[src/srwn_pkg.sv]
// ----------------------------------------------------------------------------
// srwn_pkg
// Shared types and constants for the scale random walk note generator.
// ----------------------------------------------------------------------------
package srwn_pkg;

  localparam int IDX_W   = 4;
  localparam int OCT_W   = 5;
  localparam int NOTE_W  = 8;
  localparam int ROOT_W  = 7;
  localparam int LEN_W   = 4;
  localparam int TABLE_W = 48;
  localparam int PC_W    = 4;

  localparam logic [1:0] CFG_ROOT   = 2'd0;
  localparam logic [1:0] CFG_LENGTH = 2'd1;
  localparam logic [1:0] CFG_TABLE  = 2'd2;

  localparam logic [0:0] OP_STEP = 1'b0;
  localparam logic [0:0] OP_LOAD = 1'b1;

  localparam logic [1:0] DIR_DOWN = 2'd0;
  localparam logic [1:0] DIR_SAME = 2'd1;

  localparam logic [OCT_W-1:0] TOP_OCTAVE = 5'd8;

  // divide by 12: (x * 171) >> 11 is exact for x below 512
  localparam logic [7:0] DIV12_MUL   = 8'd171;
  localparam int         DIV12_SHIFT = 11;

  localparam logic [NOTE_W-1:0] NOTE_MAX = 8'd255;

  typedef struct packed {
    logic [0:0]        opcode;
    logic [NOTE_W-1:0] load_value;
    logic [1:0]        step_direction;
  } in_item_t;

  typedef struct packed {
    logic [NOTE_W-1:0] note_out;
    logic              not_in_scale;
  } out_item_t;

  typedef struct packed {
    logic latch;
    logic load_res;
    logic err_res;
    logic split;
    logic inc_idx;
    logic move;
    logic note;
    logic commit;
  } srwn_cmd_t;

  typedef struct packed {
    logic is_load;
    logic below_root;
    logic hit;
    logic last;
    logic out_free;
  } srwn_sts_t;

endpackage

[src/scale_random_walk_note.sv]
// A load or below-root item goes from the input register via the split state to finish;
// a step item runs the scale search, one entry per cycle up to the matched entry, then
// the move and note states; a missing pitch class is flagged when the search ends.
// Finish waits for a free output buffer; a new item is taken only after the commit.
// A finished result waits in the output buffer while the next item is processed.
// Reset (rst_n low, synchronous): note 0, root 0, length 7, table 0, no result pending.
// ----------------------------------------------------------------------------
// scale_random_walk_note
// Random walk over a configured scale, at most one degree per step item.
// ----------------------------------------------------------------------------
module scale_random_walk_note
  import srwn_pkg::*;
#(
  parameter int MAX_SCALE = 12
) (
  input  logic               clk,
  input  logic               rst_n,
  input  logic               cfg_wr_en,
  input  logic [1:0]         cfg_index,
  input  logic [TABLE_W-1:0] cfg_wdata,
  input  logic               in_valid,
  output logic               in_ready,
  input  in_item_t           in_data,
  output logic               out_valid,
  input  logic               out_ready,
  output out_item_t          out_data
);

  srwn_cmd_t cmd;
  srwn_sts_t sts;

  srwn_ctrl u_ctrl (
    .clk      (clk),
    .rst_n    (rst_n),
    .in_valid (in_valid),
    .in_ready (in_ready),
    .sts      (sts),
    .cmd      (cmd)
  );

  srwn_dp #(
    .MAX_SCALE (MAX_SCALE)
  ) u_dp (
    .clk       (clk),
    .rst_n     (rst_n),
    .cfg_wr_en (cfg_wr_en),
    .cfg_index (cfg_index),
    .cfg_wdata (cfg_wdata),
    .in_data   (in_data),
    .out_valid (out_valid),
    .out_ready (out_ready),
    .out_data  (out_data),
    .cmd       (cmd),
    .sts       (sts)
  );

endmodule

[src/srwn_ctrl.sv]
// ----------------------------------------------------------------------------
// srwn_ctrl
// Sequencer for split, scale search, degree move, note build and commit.
// ----------------------------------------------------------------------------
module srwn_ctrl
  import srwn_pkg::*;
(
  input  logic      clk,
  input  logic      rst_n,
  input  logic      in_valid,
  output logic      in_ready,
  input  srwn_sts_t sts,
  output srwn_cmd_t cmd
);

  localparam logic [2:0] S_IDLE   = 3'd0;
  localparam logic [2:0] S_SPLIT  = 3'd1;
  localparam logic [2:0] S_SEARCH = 3'd2;
  localparam logic [2:0] S_MOVE   = 3'd3;
  localparam logic [2:0] S_NOTE   = 3'd4;
  localparam logic [2:0] S_FIN    = 3'd5;

  logic [2:0] state_r, state_nxt;

  assign in_ready = (state_r == S_IDLE);

  always_comb begin
    state_nxt = state_r;
    cmd       = '0;
    unique case (state_r)
      S_IDLE: begin
        if (in_valid) begin
          cmd.latch = 1'b1;
          state_nxt = S_SPLIT;
        end
      end
      S_SPLIT: begin
        if (sts.is_load) begin
          cmd.load_res = 1'b1;
          state_nxt    = S_FIN;
        end else if (sts.below_root) begin
          cmd.err_res = 1'b1;
          state_nxt   = S_FIN;
        end else begin
          cmd.split = 1'b1;
          state_nxt = S_SEARCH;
        end
      end
      S_SEARCH: begin
        if (sts.hit) begin
          state_nxt = S_MOVE;
        end else if (sts.last) begin
          cmd.err_res = 1'b1;
          state_nxt   = S_FIN;
        end else begin
          cmd.inc_idx = 1'b1;
        end
      end
      S_MOVE: begin
        cmd.move  = 1'b1;
        state_nxt = S_NOTE;
      end
      S_NOTE: begin
        cmd.note  = 1'b1;
        state_nxt = S_FIN;
      end
      S_FIN: begin
        if (sts.out_free) begin
          cmd.commit = 1'b1;
          state_nxt  = S_IDLE;
        end
      end
      default: begin
        state_nxt = S_IDLE;
      end
    endcase
  end

  always_ff @(posedge clk) begin
    if (!rst_n) begin
      state_r <= S_IDLE;
    end else begin
      state_r <= state_nxt;
    end
  end

endmodule

[src/srwn_dp.sv]
// ----------------------------------------------------------------------------
// srwn_dp
// Configuration registers, current note, search registers and result buffer.
// ----------------------------------------------------------------------------
module srwn_dp
  import srwn_pkg::*;
#(
  parameter int MAX_SCALE = 12
) (
  input  logic               clk,
  input  logic               rst_n,
  input  logic               cfg_wr_en,
  input  logic [1:0]         cfg_index,
  input  logic [TABLE_W-1:0] cfg_wdata,
  input  in_item_t           in_data,
  output logic               out_valid,
  input  logic               out_ready,
  output out_item_t          out_data,
  input  srwn_cmd_t          cmd,
  output srwn_sts_t          sts
);

  localparam logic [LEN_W-1:0] LEN_MAX = LEN_W'(MAX_SCALE);

  logic [ROOT_W-1:0]  root_r;
  logic [LEN_W-1:0]   len_cfg_r;
  logic [TABLE_W-1:0] table_r;
  logic [NOTE_W-1:0]  cur_r;
  in_item_t           item_r;
  logic [IDX_W-1:0]   idx_r;
  logic [OCT_W-1:0]   oct_r;
  logic [PC_W-1:0]    pc_r;
  logic [NOTE_W-1:0]  res_note_r;
  logic               res_err_r;
  out_item_t          out_r;
  logic               out_valid_r;

  logic [LEN_W-1:0]   len;
  logic [IDX_W-1:0]   len_m1;
  logic [NOTE_W-1:0]  rel;
  logic [15:0]        prod;
  logic [OCT_W-1:0]   oct_q;
  logic [NOTE_W-1:0]  oct_x12;
  logic [PC_W-1:0]    entry;
  logic [8:0]         oct_r_x12;
  logic [9:0]         note_sum;

  always_comb begin
    len = len_cfg_r;
    if (len == '0) begin
      len = LEN_W'(1);
    end
    if (len > LEN_MAX) begin
      len = LEN_MAX;
    end
  end

  assign len_m1    = len - IDX_W'(1);
  assign rel       = cur_r - {1'b0, root_r};
  assign prod      = rel * DIV12_MUL;
  assign oct_q     = prod[DIV12_SHIFT +: OCT_W];
  assign oct_x12   = {oct_q[4:0], 3'b000} + {1'b0, oct_q[4:0], 2'b00};
  assign entry     = table_r[{idx_r, 2'b00} +: PC_W];
  assign oct_r_x12 = {1'b0, oct_r, 3'b000} + {2'b00, oct_r, 2'b00};
  assign note_sum  = {6'd0, entry} + {1'b0, oct_r_x12} + {3'd0, root_r};

  assign sts.is_load    = (item_r.opcode == OP_LOAD);
  assign sts.below_root = (cur_r < {1'b0, root_r});
  assign sts.hit        = (entry == pc_r);
  assign sts.last       = (idx_r == len_m1);
  assign sts.out_free   = !out_valid_r || out_ready;

  assign out_valid = out_valid_r;
  assign out_data  = out_r;

  always_ff @(posedge clk) begin
    if (!rst_n) begin
      root_r    <= '0;
      len_cfg_r <= LEN_W'(7);
      table_r   <= '0;
    end else if (cfg_wr_en) begin
      unique case (cfg_index)
        CFG_ROOT:   root_r    <= cfg_wdata[ROOT_W-1:0];
        CFG_LENGTH: len_cfg_r <= cfg_wdata[LEN_W-1:0];
        CFG_TABLE:  table_r   <= cfg_wdata;
        default: begin
        end
      endcase
    end
  end

  always_ff @(posedge clk) begin
    if (cmd.latch) begin
      item_r <= in_data;
    end
    if (cmd.split) begin
      oct_r <= oct_q;
      pc_r  <= PC_W'(rel - oct_x12);
      idx_r <= '0;
    end
    if (cmd.inc_idx) begin
      idx_r <= idx_r + IDX_W'(1);
    end
    if (cmd.move) begin
      if (item_r.step_direction == DIR_DOWN) begin
        if (idx_r != '0) begin
          idx_r <= idx_r - IDX_W'(1);
        end else begin
          idx_r <= len_m1;
          if (oct_r != '0) begin
            oct_r <= oct_r - OCT_W'(1);
          end
        end
      end else if (item_r.step_direction != DIR_SAME) begin
        if (idx_r < len_m1) begin
          idx_r <= idx_r + IDX_W'(1);
        end else begin
          idx_r <= '0;
          if (oct_r < TOP_OCTAVE) begin
            oct_r <= oct_r + OCT_W'(1);
          end
        end
      end
    end
    if (cmd.load_res) begin
      res_note_r <= item_r.load_value;
      res_err_r  <= 1'b0;
    end
    if (cmd.err_res) begin
      res_note_r <= cur_r;
      res_err_r  <= 1'b1;
    end
    if (cmd.note) begin
      res_note_r <= (note_sum > {2'b00, NOTE_MAX}) ? NOTE_MAX : note_sum[NOTE_W-1:0];
      res_err_r  <= 1'b0;
    end
    if (cmd.commit) begin
      out_r.note_out     <= res_note_r;
      out_r.not_in_scale <= res_err_r;
    end
  end

  always_ff @(posedge clk) begin
    if (!rst_n) begin
      cur_r       <= '0;
      out_valid_r <= 1'b0;
    end else begin
      if (cmd.commit) begin
        cur_r       <= res_note_r;
        out_valid_r <= 1'b1;
      end else if (out_ready) begin
        out_valid_r <= 1'b0;
      end
    end
  end

`ifndef SYNTHESIS
  a_commit_free: assert property (@(posedge clk) disable iff (!rst_n)
    cmd.commit |-> (!out_valid_r || out_ready))
    else $error("commit while result buffer is occupied");

  a_search_bound: assert property (@(posedge clk) disable iff (!rst_n)
    cmd.inc_idx |-> (idx_r < len_m1))
    else $error("scale search ran past the active length");

  a_note_idx: assert property (@(posedge clk) disable iff (!rst_n)
    cmd.note |-> (idx_r < len))
    else $error("scale degree outside the active length");

  a_commit_note: assert property (@(posedge clk) disable iff (!rst_n)
    cmd.commit |=> (out_valid_r && (cur_r == out_r.note_out)))
    else $error("stored note differs from returned note");
`endif

endmodule

[config.mk]
export PLATFORM = sky130hd
export DESIGN_NAME = scale_random_walk_note
export DESIGN_NICKNAME = d
export VERILOG_FILES = /design/src/srwn_pkg.sv /design/src/scale_random_walk_note.sv /design/src/srwn_ctrl.sv /design/src/srwn_dp.sv
export SDC_FILE = /design/constraint.sdc
export NUM_CORES = 1
export LEC_CHECK = 0
export ABC_AREA = 0
export BUFFER_PORTS_ARGS = -buffer_cell sky130_fd_sc_hd__buf_4
export CAP_MARGIN = 20
export CORE_MARGIN = 5
export CORE_UTILIZATION = 54
export DETAILED_ROUTE_END_ITERATION = 12
export PLACE_DENSITY = 0.86
export SYNTH_ARGS = -nofsm -noshare
export SYNTH_HDL_FRONTEND = slang
export SYNTH_SLANG_ARGS = --single-unit
[constraint.sdc]
create_clock -name clk -period 5.1 [get_ports clk]
set_input_delay 1.02 -clock clk [delete_from_list [all_inputs] [get_ports clk]]
set_output_delay 1.02 -clock clk [all_outputs]
set_load 0.02 [all_outputs]
# [Word level (Yosys, flattened, before mapping)]
# Cells that the tools add are included.
[word_totals] regBits=113 in_bits=66 output_inout_bits=11
[classes] n_addsub=11 n_mul=1 order_cmp=5 eq_ne=13 shifts=1 mux=50 reduce_logical=15
[ops] cell="variable part select 48 x 7 -> 4 bit" n=1
[ops] cell="2-to-1 mux 5 bit" n=8
[ops] cell="2-to-1 mux 4 bit" n=9
[ops] cell="2-to-1 mux 8 bit" n=4
[ops] cell="2-to-1 mux 1 bit" n=20
[ops] cell="2-to-1 mux 3 bit" n=6
[ops] cell="one-hot mux 3 bit (6 select lines)" n=1
[ops] cell="multiplier 8 x 8 -> 16 bit (second input constant)" n=1
[ops] cell="adder 10 x 7 -> 10 bit" n=1
[ops] cell="adder 4 x 9 -> 10 bit" n=1
[ops] cell="greater-than comparator 10 x 8 -> 1 bit (second input constant)" n=1
[ops] cell="adder 8 x 7 -> 9 bit" n=1
[ops] cell="equality test 4 bit" n=2
[ops] cell="< comparator 8 x 7 -> 1 bit" n=1
[ops] cell="subtractor 4 x 1 -> 4 bit (second input constant)" n=2
[ops] cell="subtractor 8 x 7 -> 8 bit" n=1
[ops] cell="equality test 3 x 2 -> 1 bit (second input constant)" n=2
[ops] cell="equality test 3 bit (second input constant)" n=2
[ops] cell="AND reduction 2 bit" n=3
[ops] cell="adder 5 x 1 -> 5 bit (second input constant)" n=1
[ops] cell="< comparator 5 x 4 -> 1 bit (second input constant)" n=1
[ops] cell="nonzero test 5 bit" n=1
[ops] cell="subtractor 5 x 1 -> 5 bit (second input constant)" n=1
[ops] cell="adder 4 x 1 -> 4 bit (second input constant)" n=1
[ops] cell="other kinds (21)" n=24

# [Longest topological paths before layout]
[logic_depth] depth_word=13 ltp_mapped=25 mapped_depth_nobuf=25

# [By module]
# A second synthesis with hierarchy kept.
[unflattened] hier_cells=759 area_unflattened_um2=7284.5
[modules_own_cells] module="srwn_dp" instances=1 cells_per_inst=722 area_each_um2=7008.0 seq_area_each_um2=2522.4
[modules_own_cells] module="srwn_ctrl" instances=1 cells_per_inst=37 area_each_um2=276.5 seq_area_each_um2=60.1

# [Worst setup path after synthesis]
# Ideal clock, no wire load.
[synth_timing] path_type="register to register" from="register u_dp.root_r[1]" to="register u_dp.oct_r[1]" t_arrival_ns=5.174 required_ns=4.969 setup_slack_ns=-0.205 path_stages_with_launch=22 path_buffers=0 cell_sequence="dfxtp_1 > inv_1 > ha_1 > nor2b_1 > o21ai_0 > a21boi_0 > nor2_1 > ha_1 > fa_1 > inv_1 > fa_1 > fa_1 > inv_1 > ha_1 > a21o_1 > a21o_1 > a21o_1 > a211o_1 > a31oi_1 > xnor2_1 > a221oi_1 > o21ai_0"
[synth_via] elab_chain_cells=10 word_cells_on_any_way=14 classes_between="1 x add/sub; 1 x mul; 1 x order compare; 11 x mux"
[synth_lines] element="from (decl)" line_no="srwn_dp.sv:25" text="logic [ROOT_W-1:0] root_r;"
[synth_lines] element="from (signal assigned)" line_no="srwn_dp.sv:83" text="CFG_ROOT: root_r <= cfg_wdata[ROOT_W-1:0];"
[synth_lines] element="parallel branches: the longest is 4 deep, another holds multiplier 8 x 8 -> 16 bit"
[synth_lines] element="2-to-1 mux 5 bit *" line_no="srwn_dp.sv:96" text="if (cmd.split) begin"
[synth_lines] element="2-to-1 mux 5 bit" line_no="srwn_dp.sv:119" text="if (oct_r < TOP_OCTAVE) begin"
[synth_lines] element="2-to-1 mux 5 bit" line_no="srwn_dp.sv:115" text="if (idx_r < len_m1) begin"
[synth_lines] element="2-to-1 mux 5 bit" line_no="srwn_dp.sv:114" text="end else if (item_r.step_direction != DIR_SAME) begin"
[synth_lines] element="2-to-1 mux 5 bit" line_no="srwn_dp.sv:105" text="if (item_r.step_direction == DIR_DOWN) begin"
[synth_lines] element="2-to-1 mux 5 bit *" line_no="srwn_dp.sv:104" text="if (cmd.move) begin"
[synth_lines] element="to (signal assigned)" line_no="srwn_dp.sv:97" text="oct_r <= oct_q;"
[synth_lines] element="to (signal assigned)" line_no="srwn_dp.sv:111" text="oct_r <= oct_r - OCT_W'(1);"
[synth_lines] element="to (signal assigned)" line_no="srwn_dp.sv:120" text="oct_r <= oct_r + OCT_W'(1);"
[synth_lines] element="to (decl)" line_no="srwn_dp.sv:31" text="logic [OCT_W-1:0] oct_r;"
# Every way passes the cells marked *.
# A chain may end at the register's enable or synchronous reset.

# [Final worst setup path]
[layout_timing] from="register u_dp.root_r[1]" to="register u_dp.pc_r[3] (data pin)"
[layout_via] elab_chain_cells=4
[layout_lines] element="subtractor 8 x 7 -> 8 bit *" line_no="srwn_dp.sv:59" text="assign rel = cur_r - {1'b0, root_r};"
[layout_lines] element="multiplier 8 x 8 -> 16 bit" line_no="srwn_dp.sv:60" text="assign prod = rel * DIV12_MUL;"
[layout_lines] element="adder 4 bit" line_no="srwn_dp.sv:62" text="assign oct_x12 = {oct_q[4:0], 3'b000} + {1'b0, oct_q[4:0], 2'b00};"
[layout_lines] element="subtractor 4 bit *" line_no="srwn_dp.sv:98" text="pc_r <= PC_W'(rel - oct_x12);"
[layout_lines] element="to (signal assigned)" line_no="srwn_dp.sv:98"
[layout_lines] element="to (decl)" line_no="srwn_dp.sv:32" text="logic [PC_W-1:0] pc_r;"
# Every way passes the cells marked *; elsewhere a longest branch is shown, timed or not.

==> impl_metrics.env <==
export IMPL_nets=1023
export IMPL_avgSynthCellArea_um2=9.52
export IMPL_die_x_um=126
export IMPL_antenna_found_initial=0
export IMPL_die_height_um=126
export IMPL_hp_class="register to register"
export IMPL_pin_count=77
export IMPL_setup_violations_final=1
export IMPL_drt_total_wl_um=18500
export IMPL_finalSetupTns_ns=-0.0452
export IMPL_skew_ns=0.0151
export IMPL_drt_iter0_drc=439
export IMPL_layout_drive_gt1_share=0.212
export IMPL_syn2layout_area_growth_pct=22.6
export IMPL_ys_flop_type="dfxtp_1"
export IMPL_period_minus_slack_ns=5.15
export IMPL_hold_violations=0
export IMPL_critPathTopFamily="adder cells"
export IMPL_final_util=0.678
export IMPL_start_kind="register"
export IMPL_max_stage_delay_ns=0.52
export IMPL_final_cell_mix="nand2_1 (131), buf_4 (103), dfxtp_1 (79)"
export IMPL_path_class="register to register"
export IMPL_drv_cap=0
export IMPL_synth_warnings=0
export IMPL_worst_path_buf_inv=1
export IMPL_setup_ws_ns=-0.0452
export IMPL_synth_seq_cells=113
export IMPL_dp_cells=1012
export IMPL_io_buffers=76
export IMPL_finalCritPeriodShare=1.01
export IMPL_violations="negative setup slack"
export IMPL_slew_violations=0
export IMPL_async_flop_share=0
export IMPL_fillerInstances=963
export IMPL_cts_sinks=113
export IMPL_critPathMaxFanout=3
export IMPL_p_per_area_nw_per_um2=570
export IMPL_coreArea_um2=13200
export IMPL_clock_fmax_mhz=194
export IMPL_clockBufferDepth=2
export IMPL_grt_remaining_overflow=0
export IMPL_synthesis_nets=933
export IMPL_grt_setup_unrepaired="yes"
export IMPL_synth_top_area_share=0.222
export IMPL_reg2reg_slack_ns=-0.05
export IMPL_max_slew_margin=0.366
export IMPL_synth_edf_count=32
export IMPL_cp_cell_sequence="inv_2 -> ha_4 -> nor2b_4 -> o21ai_2 -> a21boi_2 -> o21a_1 -> nor2_4 -> o21bai_1 -> a21o_1 -> xnor2_2 -> ha_1 -> fa_1 -> fa_2 -> ha_1 -> a21o_1 -> a21o_1 -> a21oi_2 -> o21ai_2 -> xor2_2 -> ha_2 -> xor2_2 -> xnor2_1 -> xnor2_1"
export IMPL_grt_max_degree=71
export IMPL_place_congestion=0.885
export IMPL_cts_tree="built"
export IMPL_wl_per_cell_um=17.6
export IMPL_whs_ns=0.434
export IMPL_drtPass1Iterations=5
export IMPL_grt_pass1_vias=6199
export IMPL_ctsHtreeMaxLevel=4
export IMPL_yosysSeqAreaShare=0.353
export IMPL_synth_top_cell_by_area="dfxtp_1"
export IMPL_cp_required_ns=5.27
export IMPL_n_antenna_cell=0
export IMPL_hpwl_um=12600
export IMPL_ant_nets=0
export IMPL_clk_pin_slew_ns=0.05
export IMPL_post_dp_cell_area_um2=8180
export IMPL_start_util=0.553
export IMPL_track_usage=0.236
export IMPL_root_buffer="clkbuf_16"
export IMPL_peakVddDrop_mv=0.346
export IMPL_dieArea_um2=16000
export IMPL_cp_common_cell="a21o_1"
export IMPL_status="finished with violations"
export IMPL_arrival_ns=5.31
export IMPL_cts_hold_buf=0
export IMPL_final_cell_count_no_fill=1048
export IMPL_rows=42
export IMPL_syn_inst=769
export IMPL_vias=5963
export IMPL_drc=0
export IMPL_synth_distinct_cells=62
export IMPL_design_area_um2=8970
export IMPL_grt_first_pass_wirelength_um=29900
export IMPL_pre_cts_ws_ns=-0.198
export IMPL_p_leak_nw=3.88
export IMPL_fin_total_pwr_mw=5.11
export IMPL_clkLatencyLatePin_ns=0.42
export IMPL_numCtsBuffers=17
export IMPL_worst_pin_slew_ns=0.946
export IMPL_cp_end_kind="register"
export IMPL_layout_commonest_cell="nand2_1"
export IMPL_via_per_inst=5.69
export IMPL_crit_path_top_delay_cell="fa_1"
export IMPL_yosys_top_cells_area="dfxtp_1 (22%), ha_1 (13%), edfxtp_1 (13%)"
export IMPL_syn_cell_area_um2=7320
## final timing paths
kind                                      from                to  cells past startpoint
worst max-delay path            u_dp.root_r[1]      u_dp.pc_r[3]                     23
worst min-delay path            u_dp.res_err_r  u_dp.out_data[0]                      0
worst max register to register  u_dp.root_r[1]      u_dp.pc_r[3]                     23
worst min register to register  u_dp.res_err_r  u_dp.out_data[0]                      0
## cell families after synthesis
group | count (synthesis) | synth area share
mux | 43 | 0.0795
compound gates | 156 | 0.149
flops | 113 | 0.353
fa+ha+maj | 98 | 0.188
xor+xnor | 27 | 0.0323
simple gates | 235 | 0.146
buf+inv | 97 | 0.0525
## worst reg2reg max path: stages, from the launching register on
cell	delay, ns
dfxtp_2	0.34
inv_2	0.06
ha_4	0.21
nor2b_4	0.12
o21ai_2	0.15
a21boi_2	0.09
o21a_1	0.22
nor2_4	0.15
o21bai_1	0.08
a21o_1	0.25
xnor2_2	0.22
ha_1	0.28
fa_1	0.52
fa_2	0.43
ha_1	0.21
a21o_1	0.18
a21o_1	0.20
a21oi_2	0.19
o21ai_2	0.09
xor2_2	0.20
ha_2	0.25
xor2_2	0.19
xnor2_1	0.16
xnor2_1	0.09
## area by class of cell
type	instances	area (um2)	share of cell area
Multi-Input combinational cell	559	4560	0.508
Sequential cell	113	2580	0.288
Tap cell	176	220	0.0245
Clock buffer	23	479	0.0534
Inverter	64	240	0.0268
Clock inverter	9	103	0.0114
Timing Repair Buffer	104	785	0.0874
## cell usage after synthesis, types with 2 or more instances
library cell  number
a221oi_1           2
xnor2_1           15
clkbuf_1          26
o211ai_1           4
o22ai_1            5
mux4_2            12
xor2_1            12
nand2b_1           6
buf_1              3
nand4_1            3
nor2b_1           21
o32ai_1            2
a21o_1             9
o41ai_1            2
a21boi_0          51
mux2i_1           30
and2_1             6
nor2_1            33
o31ai_1            2
nor4_1             5
or3_1              3
edfxtp_1          32
nand3b_1           6
nand3_1            6
a211o_1            3
a22oi_1            5
nor3b_1            2
a32oi_1            2
o21ai_0           14
ha_1              78
nand2_1          131
buf_6              2
fa_1              20
nor3_1             6
inv_1             63
dfxtp_1           81
or2_2              2
o21a_1             6
a21oi_1           31
o21bai_1           5
## where the power goes
| part | switching (mW) | total [mW] | internal [mW] |
|---|---|---|---|
| sequential | 0.137 | 1.25 | 1.11 |
| combinational | 1.49 | 2.69 | 1.20 |
| clock | 0.413 | 1.17 | 0.758 |
## timing repair
item / CTS / global route
buffers inserted: 2 / 2
setup endpoints to repair: 6 / 7
pin swaps: 16 / 24
endpoints found under the hold margin: 0 / 0
gates resized for setup: 15 / 21
gates cloned: 0 / 0
## flip-flops by register name (all words and copies together) (netlist names)
name	count
u_dp.pc_r	4
u_dp.out_valid	1
u_dp.sts	1
u_dp.len_cfg_r	4
u_dp.root_r	7
u_dp.item_r	10
u_dp.idx_r	4
u_dp.table_r	48
u_dp.out_data	9
u_dp.cur_r	8
u_dp.res_note_r	8
u_dp.oct_r	5
u_dp.res_err_r	1
u_ctrl.state_r	3
## metal layers
metal  part of all wire  GRT usage  vias to the layer above  wire (um)
li1                   -          -                     2845          -
met1               0.39      0.266                     2843       7290
met2               0.51      0.419                      223       9410
met3              0.061     0.0538                       52       1140
met4              0.036      0.112                        0        661
met5                  0          0                        -          0
Note: power is estimated with default switching activity, not from simulation.
